File: config.mk
export PLATFORM = sky130hd
export DESIGN_NAME = tbpr_front
export DESIGN_NICKNAME = d
export VERILOG_FILES = /design/src/rtl/core/tbpr_pkg.sv /design/src/rtl/core/tbpr_front.sv
export SDC_FILE = /design/constraint.sdc
export NUM_CORES = 1
export LEC_CHECK = 0
export BUFFER_PORTS_ARGS = -buffer_cell sky130_fd_sc_hd__buf_4
export CORE_MARGIN = 2
export CORE_UTILIZATION = 23
export DETAILED_ROUTE_END_ITERATION = 6
export GPL_TIMING_DRIVEN = 0
export MAX_ROUTING_LAYER = met4
export PLACE_DENSITY = 0.86
export SYNTH_ARGS = -nofsm -noshare
export SYNTH_HDL_FRONTEND = slang
export SYNTH_SLANG_ARGS = --single-unit
File: constraint.sdc
create_clock -name vclk -period 1.1
set_input_delay 0.165 -clock vclk [all_inputs]
set_output_delay 0.165 -clock vclk [all_outputs]
set_load 0.1 [all_outputs]
File: src/rtl/core/tbpr_pkg.sv
// Shared types, constants and the master colour table of the tile renderer.
// No dependencies.
`timescale 1ns / 1ps

package tbpr_pkg;

  localparam int TBPR_QDEPTH   = 4;
  localparam int TBPR_PAT_DEPTH = 4096;
  localparam int TBPR_MAP_DEPTH = 1024;
  localparam int TBPR_PAL_DEPTH = 32;
  localparam int TBPR_IN_W     = 40;
  localparam int TBPR_OUT_W    = 32;

  localparam logic [9:0] TBPR_ATTR_HI = 10'h3C0;
  localparam logic [7:0] TBPR_MAP_RST = 8'hFF;
  localparam logic [7:0] TBPR_PAL_RST = 8'h0F;

  typedef enum logic [1:0] {
    KIND_RENDER,
    KIND_WR_PAT,
    KIND_WR_MAP,
    KIND_WR_PAL
  } tbpr_kind_t;

  typedef struct packed {
    tbpr_kind_t  kind;
    logic [11:0] addr;
    logic [7:0]  data;
    logic [7:0]  px;
    logic [7:0]  py;
  } tbpr_item_t;

  typedef struct packed {
    logic clearing;
  } tbpr_stat_t;

  // {red, green, blue}
  function automatic logic [23:0] tbpr_rgb(input logic [5:0] idx);
    logic [23:0] c;
    case (idx)
      6'd0:  c = 24'h545454;
      6'd1:  c = 24'h001E74;
      6'd2:  c = 24'h081090;
      6'd3:  c = 24'h300088;
      6'd4:  c = 24'h440064;
      6'd5:  c = 24'h5C0030;
      6'd6:  c = 24'h540400;
      6'd7:  c = 24'h3C1800;
      6'd8:  c = 24'h202A00;
      6'd9:  c = 24'h083A00;
      6'd10: c = 24'h004000;
      6'd11: c = 24'h003C00;
      6'd12: c = 24'h00323C;
      6'd16: c = 24'h989698;
      6'd17: c = 24'h084CC4;
      6'd18: c = 24'h3032EC;
      6'd19: c = 24'h5C1EE4;
      6'd20: c = 24'h8814B0;
      6'd21: c = 24'hA01464;
      6'd22: c = 24'h982220;
      6'd23: c = 24'h783C00;
      6'd24: c = 24'h545A00;
      6'd25: c = 24'h287200;
      6'd26: c = 24'h087C00;
      6'd27: c = 24'h007628;
      6'd28: c = 24'h006678;
      6'd32: c = 24'hECEEEC;
      6'd33: c = 24'h4C9AEC;
      6'd34: c = 24'h787CEC;
      6'd35: c = 24'hB062EC;
      6'd36: c = 24'hE454EC;
      6'd37: c = 24'hEC58B4;
      6'd38: c = 24'hEC6A64;
      6'd39: c = 24'hD48820;
      6'd40: c = 24'hA0AA00;
      6'd41: c = 24'h74C400;
      6'd42: c = 24'h4CD020;
      6'd43: c = 24'h38CC6C;
      6'd44: c = 24'h38B4CC;
      6'd45: c = 24'h3C3C3C;
      6'd48: c = 24'hECEEEC;
      6'd49: c = 24'hA8CCEC;
      6'd50: c = 24'hBCBCEC;
      6'd51: c = 24'hD4B2EC;
      6'd52: c = 24'hECAEEC;
      6'd53: c = 24'hECAED4;
      6'd54: c = 24'hECB4B0;
      6'd55: c = 24'hE4C490;
      6'd56: c = 24'hCCD278;
      6'd57: c = 24'hB4DE78;
      6'd58: c = 24'hA8E290;
      6'd59: c = 24'h98E2B4;
      6'd60: c = 24'hA0D6E4;
      6'd61: c = 24'hA0A2A0;
      default: c = 24'h000000;
    endcase
    return c;
  endfunction

endpackage

File: src/rtl/core/tbpr_front.sv
// Front end: takes input beats, decodes the video address range and builds queue items.
// Depends on tbpr_pkg.
`timescale 1ns / 1ps

module tbpr_front (
  input  logic                            in_tvalid,
  output logic                            in_tready,
  input  logic [tbpr_pkg::TBPR_IN_W-1:0]  in_tdata,
  input  logic                            in_tuser,
  input  logic                            q_full,
  input  tbpr_pkg::tbpr_stat_t            stat,
  output logic                            push,
  output tbpr_pkg::tbpr_item_t            item
);
  import tbpr_pkg::*;

  logic [13:0] addr;
  logic        keep;

  assign addr = in_tdata[13:0];

  always_comb begin
    item.addr = addr[11:0];
    item.data = in_tdata[21:14];
    item.px   = in_tdata[29:22];
    item.py   = in_tdata[37:30];
    item.kind = KIND_RENDER;
    keep      = 1'b1;
    if (!in_tuser) begin
      if (addr[13:12] == 2'b00) begin
        item.kind = KIND_WR_PAT;
      end else if (addr[13:10] == 4'b1000) begin
        item.kind = KIND_WR_MAP;
      end else if (addr[13:5] == 9'h1F8) begin
        item.kind = KIND_WR_PAL;
      end else begin
        keep = 1'b0;
      end
    end
  end

  assign in_tready = !q_full && !stat.clearing;
  // drop writes outside the mapped ranges
  assign push      = in_tvalid && in_tready && keep;

endmodule

Word level (Yosys, flattened, before mapping). Index checks and enable logic that the tools add are counted.

ROM bits: 0. Register bits after elaboration: 0. Logic and storage cells: 16. Output and inout port bits: 40. Memories: 0. Bits in writable memories: 0. Input port bits: 44. Latch bits: 0.

Shift-type cells: 0. Reduce and logical (&&, ||, !) cells: 6. Add/subtract/negate cells: 0. Equal/unequal tests: 2. Bitwise gates (word level): 0. Muxes and demuxes: 8. Div/mod/pow operators: 0. Multiply operators: 0. Magnitude comparators: 0.

Operators by type and width (number): 9-bit equality test (second input constant) (1); 2-bit two-way mux (4); 4-bit equality test (second input constant) (1); 1-bit two-way mux (4); 1-bit logical AND (3); 1-bit zero test (2); 2-bit zero test (1).

Depth between registers and ports, before layout.
Depth after elaboration: 6. Mapped depth: 3. Depth with buffers taken out: 3.

Worst setup path before layout. No wires, ideal clock.

Path type: input -> output. Start point: input port stat. End point: output port push. Path buffers: 0. Stages on the path: 3. Setup slack: -1679 ps. Arrival time: 2614 ps. Required time: 935 ps. Cell sequence: nor2_1 -> nand2_1 -> a41oi_2.

Longest elaborated chain between the ends: 4.

Ends and longest elaborated chain: start: declaration (RTL line tbpr_front.sv:11) `input tbpr_pkg::tbpr_stat_t stat,`; 1-bit zero test (RTL line tbpr_front.sv:42) `assign in_tready = !q_full && !stat.clearing;`; 1-bit logical AND (RTL line tbpr_front.sv:42); 1-bit logical AND (2 in a row) (RTL line tbpr_front.sv:44) `assign push = in_tvalid && in_tready && keep;`; end: declaration (RTL line tbpr_front.sv:12) `output logic push,`.

No other way between the ends.

Final worst setup path.
Start point: input port in_tdata[12] (netlist name). End point: output port push.

Longest elaborated chain between the ends: 6. Elaborated cells on any way between the ends: 8. Those cells by class: eq/ne (2); mux (4); reduce/logical (2).

Ends and longest elaborated chain: start: declaration (RTL line tbpr_front.sv:8) `input logic [tbpr_pkg::TBPR_IN_W-1:0] in_tdata,`; 9-bit equality test (RTL line tbpr_front.sv:34) `end else if (addr[13:5] == 9'h1F8) begin`; 1-bit two-way mux (RTL line tbpr_front.sv:34); 1-bit two-way mux (RTL line tbpr_front.sv:32) `end else if (addr[13:10] == 4'b1000) begin`; 1-bit two-way mux * (RTL line tbpr_front.sv:30) `if (addr[13:12] == 2'b00) begin`; 1-bit two-way mux * (RTL line tbpr_front.sv:29) `if (!in_tuser) begin`; 1-bit logical AND * (RTL line tbpr_front.sv:44).

Mark *: on every way between the ends. The rest lies on a longest branch, timed or not.

==> run metrics <==
status finished with violations; violated checks negative setup slack; Fin. Hold Viols 0; max cap viols 0; Post-Synthesis Cell Area 349 um2; M1 WL approximately 320 um; GRT Residual Overflow 0; Peak VDD IR approximately 0.55 mV; YS warnings 0; sequential area share after synthesis 0%; RD Place Congestion between 0.6 and 0.7; fmax just over 0.7 GHz; port bufs 53; final worst-path cycle share 126%; hold crit path type input port to output port; Top Layer Used met3; final-report setup violation count 3; DIE AREA 0.00185 mm2; Finished Layout Cells 117; post-route cell area 881 um2; worst-path fanout max 3; Die Y-Extent ~43 um; seq_cells 0; Worst-Margin Slew 0.283 ns; fin crit period approximately 1.4 ns; first-pass GRT wire length 1.64 mm; HPWL after DPL 1.13 mm; layout cells sized above 1 a little over nine tenths; top cells by count, synth buf_4 (36), a21oi_1 (2); I/O pin total 84; num rows 14; Initial Util a little under a quarter; Slew Viols, Final 0; Filler cells around 130; post-synth top area share 77.4%; Pre-antenna DRT Iters 1; CLK BUF 0; met2 wire len slightly above 700 um; RSZ-0062 raised after global routing true; CP arrival between 1 and 1.5 ns; Pleak roughly 0.48 nW; final-stage net count 147; Avg WL per Cell 10.4 um; Routed WL ~1.2 mm; area leader, netlist buf_4; Die Wd 43.0 um; Synth Area per Inst 7.43 um2; Core Footprint around 0.0015 mm2; Initial DRC Count 0; Yosys cell types 11; Setup Crit Path Kind input port to output port; DRC 0; DR WL met3 about 190 um; Data required, critical path approximately 0.94 ns; mean number of vias per cell approximately 4; Area growth syn-to-layout 152%; crit path capture type output port; Final ANT Viol Nets 0; initial antenna violation count 0; Synth area leaders buf_4 (77%), a41oi_2 (4.7%), or4b_4 (3.9%); GRT Resource Usage Total 11.1%; Inserted Diodes 0; synthesized instance count 47; Vias about 470; Power Total 0.000852 W; dpl cells 116; final worst slack -0.286 ns; Worst Hold Slack between 0.6 and 0.7 ns; Synth Net Count between 90 and 100; pin count of the biggest net entering global routing 4; CP startpoint kind input port; power per cell area roughly 970 mW/mm2; Relative slew margins between 80% and 90%; vias in the first global route 413; Placed Area around 820 um2; count leader, synth buf_4; Register Area 0 um2; hold buffer count at CTS 0
==> kinds of logic after synthesis <==
| family | Yosys count | synth area share [%] |
|---|---|---|
| AOI/OAI and AO/OA | 3 | 7.53 |
| buffers and inverters | 37 | 78.5 |
| and+or+nand+nor | 7 | 14.0 |
==> critical path: stages <==
cell	delay, ns
buf_6	0.10
or4b_4	0.58
a41oi_4	0.18
buf_12	0.20
==> area by class of cell <==
cell class                 count  area [um2]  share of cell area [%]
multi-input combinational     10         125                    14.2
buffer                        36         270                    30.7
inverter                       1        3.75                   0.426
timing repair buffer          54         462                    52.4
tap                           16        20.0                    2.27
==> layout by cell type (no fill, tap or decap) <==
cell type	n
buf_12	3
nor3_2	1
inv_1	1
or4b_4	1
nand4_1	1
buf_6	5
nand2_2	1
a41oi_4	1
and4_4	1
a21oi_4	2
buf_4	82
or2_2	1
nor2_4	1
==> what timing repair did <==
| item | in CTS | in global routing |
|---|---|---|
| pin swaps | 5 | 0 |
| setup endpoints to repair | 3 | 3 |
| setup buffers | 1 | 0 |
| resized for setup | 13 | 1 |
==> path summary, 6_finish.rpt <==
kind                  endpoint  slack (ns)    startpoint  depth (start not counted)
worst min-delay path  item[36]        0.65      in_tuser                          3
worst max-delay path      push       -0.29  in_tdata[12]                          4
==> per-layer routing <==
metal / up-vias / global-route usage, %
li1: 224 / -
met1: 203 / 9.62
met2: 39 / 24.2
met3: 0 / 2.98
met4: 0 / 0
met5: - / -
==> report_power, final <==
part	leakage [nW]	switching (W)	internal (W)
clock network	0	0	0
registers	0	0	0
logic	0.479	0.000625	0.000227
==> per-stage QoR <==
step | setup TNS [ns] | util [%] | worst slack, ns
6_report | -0.693 | 59.9 | -0.286
3_5_place_dp | -1.24 | 55.5 | -0.464
3_3_place_gp | -1.18 | 55.5 | -0.455
2_1_floorplan | -1.27 | - | -0.525
4_1_cts | -0.668 | 59.6 | -0.285
5_1_grt | -0.753 | 59.9 | -0.294
No activity file was read; power rests on OpenSTA's default activity.
