`config.mk`:
```
export PLATFORM = sky130hd
export DESIGN_NAME = tbpr_queue
export DESIGN_NICKNAME = d
export VERILOG_FILES = /design/src/rtl/core/tbpr_pkg.sv /design/src/rtl/core/tbpr_queue.sv
export SDC_FILE = /design/constraint.sdc
export NUM_CORES = 1
export LEC_CHECK = 0
export BUFFER_PORTS_ARGS = -buffer_cell sky130_fd_sc_hd__buf_2
export CAP_MARGIN = 20
export CORE_MARGIN = 5
export CORE_UTILIZATION = 50
export CTS_CLUSTER_DIAMETER = 40
export DETAILED_ROUTE_END_ITERATION = 8
export PLACE_DENSITY = 0.82
export RECOVER_POWER = 50
export SETUP_SLACK_MARGIN = 0.05
export SLEW_MARGIN = 20
export SYNTH_ARGS = -nofsm -noshare
export SYNTH_HDL_FRONTEND = slang
export SYNTH_SLANG_ARGS = --single-unit
export TNS_END_PERCENT = 30
```
`constraint.sdc`:
```
create_clock -name clk -period 3.35 [get_ports clk]
set_input_delay 0.5025 -clock clk [delete_from_list [all_inputs] [get_ports clk]]
set_output_delay 0.5025 -clock clk [all_outputs]
set_load 0.01 [all_outputs]
```
`src/rtl/core/tbpr_pkg.sv`:
```
// Shared types, constants and the master colour table of the tile renderer.
// No dependencies.
`timescale 1ns / 1ps

package tbpr_pkg;

  localparam int TBPR_QDEPTH   = 4;
  localparam int TBPR_PAT_DEPTH = 4096;
  localparam int TBPR_MAP_DEPTH = 1024;
  localparam int TBPR_PAL_DEPTH = 32;
  localparam int TBPR_IN_W     = 40;
  localparam int TBPR_OUT_W    = 32;

  localparam logic [9:0] TBPR_ATTR_HI = 10'h3C0;
  localparam logic [7:0] TBPR_MAP_RST = 8'hFF;
  localparam logic [7:0] TBPR_PAL_RST = 8'h0F;

  typedef enum logic [1:0] {
    KIND_RENDER,
    KIND_WR_PAT,
    KIND_WR_MAP,
    KIND_WR_PAL
  } tbpr_kind_t;

  typedef struct packed {
    tbpr_kind_t  kind;
    logic [11:0] addr;
    logic [7:0]  data;
    logic [7:0]  px;
    logic [7:0]  py;
  } tbpr_item_t;

  typedef struct packed {
    logic clearing;
  } tbpr_stat_t;

  // {red, green, blue}
  function automatic logic [23:0] tbpr_rgb(input logic [5:0] idx);
    logic [23:0] c;
    case (idx)
      6'd0:  c = 24'h545454;
      6'd1:  c = 24'h001E74;
      6'd2:  c = 24'h081090;
      6'd3:  c = 24'h300088;
      6'd4:  c = 24'h440064;
      6'd5:  c = 24'h5C0030;
      6'd6:  c = 24'h540400;
      6'd7:  c = 24'h3C1800;
      6'd8:  c = 24'h202A00;
      6'd9:  c = 24'h083A00;
      6'd10: c = 24'h004000;
      6'd11: c = 24'h003C00;
      6'd12: c = 24'h00323C;
      6'd16: c = 24'h989698;
      6'd17: c = 24'h084CC4;
      6'd18: c = 24'h3032EC;
      6'd19: c = 24'h5C1EE4;
      6'd20: c = 24'h8814B0;
      6'd21: c = 24'hA01464;
      6'd22: c = 24'h982220;
      6'd23: c = 24'h783C00;
      6'd24: c = 24'h545A00;
      6'd25: c = 24'h287200;
      6'd26: c = 24'h087C00;
      6'd27: c = 24'h007628;
      6'd28: c = 24'h006678;
      6'd32: c = 24'hECEEEC;
      6'd33: c = 24'h4C9AEC;
      6'd34: c = 24'h787CEC;
      6'd35: c = 24'hB062EC;
      6'd36: c = 24'hE454EC;
      6'd37: c = 24'hEC58B4;
      6'd38: c = 24'hEC6A64;
      6'd39: c = 24'hD48820;
      6'd40: c = 24'hA0AA00;
      6'd41: c = 24'h74C400;
      6'd42: c = 24'h4CD020;
      6'd43: c = 24'h38CC6C;
      6'd44: c = 24'h38B4CC;
      6'd45: c = 24'h3C3C3C;
      6'd48: c = 24'hECEEEC;
      6'd49: c = 24'hA8CCEC;
      6'd50: c = 24'hBCBCEC;
      6'd51: c = 24'hD4B2EC;
      6'd52: c = 24'hECAEEC;
      6'd53: c = 24'hECAED4;
      6'd54: c = 24'hECB4B0;
      6'd55: c = 24'hE4C490;
      6'd56: c = 24'hCCD278;
      6'd57: c = 24'hB4DE78;
      6'd58: c = 24'hA8E290;
      6'd59: c = 24'h98E2B4;
      6'd60: c = 24'hA0D6E4;
      6'd61: c = 24'hA0A2A0;
      default: c = 24'h000000;
    endcase
    return c;
  endfunction

endpackage

```
`src/rtl/core/tbpr_queue.sv`:
```
// Short item queue between the front end and the render pipeline.
// Depends on tbpr_pkg.
`timescale 1ns / 1ps

module tbpr_queue (
  input  logic                 clk,
  input  logic                 rst_n,
  input  logic                 push,
  input  tbpr_pkg::tbpr_item_t push_item,
  output logic                 full,
  input  logic                 pop,
  output logic                 head_vld,
  output tbpr_pkg::tbpr_item_t head_item
);
  import tbpr_pkg::*;

  localparam int PW = $clog2(TBPR_QDEPTH);

  tbpr_item_t    mem_r [TBPR_QDEPTH];
  logic [PW-1:0] wp_r, wp_nxt, rp_r, rp_nxt;
  logic [PW:0]   cnt_r, cnt_nxt;

  assign full      = (cnt_r == PW'(0) + (PW+1)'(TBPR_QDEPTH));
  assign head_vld  = (cnt_r != '0);
  assign head_item = mem_r[rp_r];

  always_comb begin
    wp_nxt  = push ? wp_r + PW'(1) : wp_r;
    rp_nxt  = pop ? rp_r + PW'(1) : rp_r;
    cnt_nxt = cnt_r + (PW+1)'(push) - (PW+1)'(pop);
  end

  always_ff @(posedge clk) begin
    if (!rst_n) begin
      wp_r  <= '0;
      rp_r  <= '0;
      cnt_r <= '0;
    end else begin
      wp_r  <= wp_nxt;
      rp_r  <= rp_nxt;
      cnt_r <= cnt_nxt;
    end
  end

  always_ff @(posedge clk) begin
    if (push) begin
      mem_r[wp_r] <= push_item;
    end
  end

endmodule

```
Yosys cells after proc, flatten, opt, wreduce, memory -nomap -nowiden
Memories as Yosys holds them, arrays and structs flattened. A register that Yosys moved wholly into a read port is not among the register bits.
Index checks and enable logic that the tools add are counted.
- output and inout port bits: 40
- bits in registers: 7
- RAM bits: 152
- input port bits: 42
- memories: 1
- logic and storage cells: 14
- memories (memory ; words ; width ; read ports ; clocked after Yosys merged registers in ; wr ports ; RTL line ; RTL):
    mem_r ; 4 ; 38 ; 1 ; 1 ; 1 ; tbpr_queue.sv:19 ; tbpr_item_t mem_r [TBPR_QDEPTH];
- add/sub/neg operators: 4
- equal/unequal tests: 1
- multiplexer cells: 4
- reduce and logical (&&, ||, !) cells: 1
- operators with widths (cell ; number):
    $add A2 B1 Y2 const B ; 2
    $mux W2 ; 2
    $add A3 B1 Y3 ; 1
    $eq A3 B3 Y1 const B ; 1
    $reduce_bool A3 Y1 ; 1
    $sub A3 B1 Y3 ; 1
    $mux W1 ; 2

Longest topological paths before layout
- depth after elaboration: 3
- mapped depth: 7
- mapped depth without buffers: 7

Worst setup path before layout
OpenSTA, ideal clock, no wires.
- path type: reg-to-reg
- start point: reg wp_r[0]
- end point: mem mem_r[2][0] (netlist bit), enable pin
- setup time: 399 ps
- stages on the path, launching flop included: 4
- data required time: 2951 ps
- buffers on the path: 0
- arrival time: 1466 ps
- period minus slack after synthesis: 1865 ps
- path slack: 1485 ps
- cells stage by stage: dfxtp_1 -> inv_1 -> ha_1 -> and2_1
- RTL lines (element ; RTL line ; RTL):
    start, declared ; tbpr_queue.sv:20 ; logic [PW-1:0] wp_r, wp_nxt, rp_r, rp_nxt;
    start signal, assigned ; tbpr_queue.sv:39 ; wp_r <= wp_nxt;
    end, declared ; tbpr_queue.sv:19 ;
No word-level cell before the write port.

==> impl_metrics.py <==
metrics = {
    "die": {
        "die_area_sq_mm": 0.01416,
        "core_area_sq_mm": 0.01152,
        "die_h_microns": 119.0,
        "rows": 39,
        "die_w_microns": 119.0,
        "io_pins": 82,
        "initial_core_util": 0.5160,
    },
    "final_layout": {
        "drive_gt1_frac": 0.3381,
        "fin_nets": 386,
        "diodes": 0,
        "syn_to_final_growth_pct": 18.00,
    },
    "logic_synthesis": {
        "ys_top_cells_by_area": "edfxtp_1, mux4_2, dfxtp_1, ha_1, buf_12",
        "yosysUniqueCellTypes": 21,
        "yosys.area.top_type": "edfxtp_1",
        "syn_area_sq_mm": 0.005942,
        "yosys-top-cells-count": "edfxtp_1, mux4_2, dfxtp_1",
        "ys_ff_latch": 161,
        "synth_edf_count": 152,
        "ys.flop_type": "edfxtp_1",
        "yosysMostFrequentCell": "edfxtp_1",
        "ys_seq_area_frac": 0.7985,
        "synthArstFlopShare": 0,
        "syn_area_per_cell_sq_um": 24.66,
        "yosys_warnings": 0,
        "synthesis.nets": 290,
        "synth_top_cell_area_share": 0.7682,
        "syn_inst": 241,
    },
    "global_routing": {
        "grt_remaining_overflow": 0,
        "grt_max_degree": 39,
        "grt.total_usage": 0.1505,
        "grt_pass1_wl_microns": 15630,
        "antenna_found_initial": 0,
        "first_global_vias": 2905,
    },
    "placement": {
        "place.gp.congestion": 0.6569,
        "dp_slack_ns": 1.137,
        "place_hpwl_microns": 5924,
        "port_buffers": 81,
    },
    "power_and_ir_drop": {
        "leakage_nw": 2.339,
        "power_density_mw_per_mm2": 660.2,
        "ir_worst_vdd_uv": 442.8,
        "total_power_mw": 4.629,
    },
    "cts": {
        "post-cts-setup-buffers": 0,
        "postCtsResizedCells": 0,
        "insertion_delay_ns": 0.41,
        "clockRootBuffer": "clkbuf_16",
        "hold_buffers": 0,
        "clk_pin_slew_ns": 0.06,
        "cts_tree": "yes",
        "cts_num_sinks": 161,
        "clockBufferDepth": 2,
        "cts_buffers": 17,
        "htreeDepth": 4,
    },
    "timing": {
        "fin_crit_ns": 2.580,
        "tightest_slew_ns": 1.108,
        "finalHoldViolations": 0,
        "slew_violations": 0,
        "layout_setup_ws_ns": 0.7699,
        "clock_skew_ns": 0.004051,
        "finalSetupViolCount": 0,
        "period_share": 0.7702,
        "tns_ns": 0,
        "grt_setup_unrepaired": "false",
        "timing.fmax_mhz": 387.6,
        "relSlewSlack": 0.2609,
        "hold_ws_ns": 0.3290,
    },
    "drt": {
        "post_drt_wl_per_cell_microns": 19.85,
        "vias": 2640,
        "wl_microns": 9767,
        "routed_via_density": 5.366,
        "antenna_left": 0,
        "drt_iter0_drc": 172,
        "drtPass1Iterations": 4,
        "drc_errors": 0,
    },
    "worst_setup_path": {
        "rr_startpoint": "wp_r[0]",
        "critical_path_peak_fanout": 38,
        "worst-r2r-setup-slack_ns": 1.06,
        "criticalPathCategory": "flip-flop to output pin",
        "end_kind": "output pin",
        "reg2regPathDepth": 4,
        "crit_end": "head_item[9]",
        "crit_arrival_ns": 2.08,
        "required_ns": 2.85,
        "r2r_end": "mem_r[0][16]",
        "cp-start-kind": "flip-flop",
    },
    "hold_path": {
        "hp-start": "rst_n",
        "min_path_type": "primary input to flip-flop",
    },
    "flow_run": {
        "cap_violations": 0,
    },
    "status": {
        "status": "finished clean",
    },
}
## state kept, by name, summed over array words and instances (netlist names), named ones only
| name | flops |
|---|---|
| rp_r | 2 |
| cnt_r | 3 |
| mem_r | 152 |
| wp_r | 2 |
## critical path: stages, from the launching register on
cell     delay, ns
dfxtp_4       0.86
mux4_2        0.61
buf_2         0.16
## worst min-delay path by stage
stage	slack (ns)	to	cells past startpoint
after floorplan	0.50	flip-flop	2
after global placement	0.50	flip-flop	2
after detailed placement	0.54	flip-flop	2
after CTS	0.28	mem_r[3][30]	1
after global routing	0.31	cnt_r[1]	2
final	0.33	cnt_r[1]	2
## placed cells by master (no fill, tap or decap), types with 2 or more instances in the layout
cell	n
inv_1	7
xnor2_1	2
ha_1	6
bufinv_16	3
clkbuf_16	17
nor2_1	5
and2_2	2
dfxtp_1	7
buf_2	43
and2_0	3
clkinv_2	6
buf_4	4
mux4_2	38
clkbuf_1	38
clkinv_1	3
edfxtp_1	152
## metal layers
metal	track usage	wire, microns
met4	0.06083	144
met3	0.05972	630
met1	0.1810	3962
met2	0.2448	5030
met5	0	0
## metrics by stage
stage / area (sq um) / std cells / utilization
2_1_floorplan: 5942 / 241 / -
6_report: 7012 / 492 / 0.6089
3_5_place_dp: 6489 / 461 / 0.5635
5_1_grt: 7012 / 492 / 0.6089
3_3_place_gp: 6489 / 461 / 0.5635
4_1_cts: 7062 / 492 / 0.6132
## cell type report
| type | count | area [sq um] |
|---|---|---|
| flip-flops and latches | 161 | 4750 |
| fillers | 843 | 4504 |
| multi-input cells | 65 | 1096 |
| clock buffers | 17 | 425.4 |
| repair buffers | 85 | 387.9 |
| well taps | 143 | 178.9 |
| clock inverters | 14 | 147.6 |
| inverters | 7 | 26.28 |
## power by group
group / total (mW) / leakage, nW / switching (mW) / internal [mW]
Combinational: 0.393 / 0.583 / 0.188 / 0.205
Sequential: 2.38 / 1.47 / 0.0695 / 2.31
Clock: 1.85 / 0.284 / 0.703 / 1.15
## logic make-up after synthesis
family | synth area share
adders and majority gates | 0.01600
AOI/OAI and AO/OA | 0.002526
and+or+nand+nor | 0.01285
buffers and inverters | 0.01748
DFF | 0.7985
xor gates and xnor gates | 0.006949
muxes | 0.1457
Note: power is estimated with default switching activity, not from simulation.
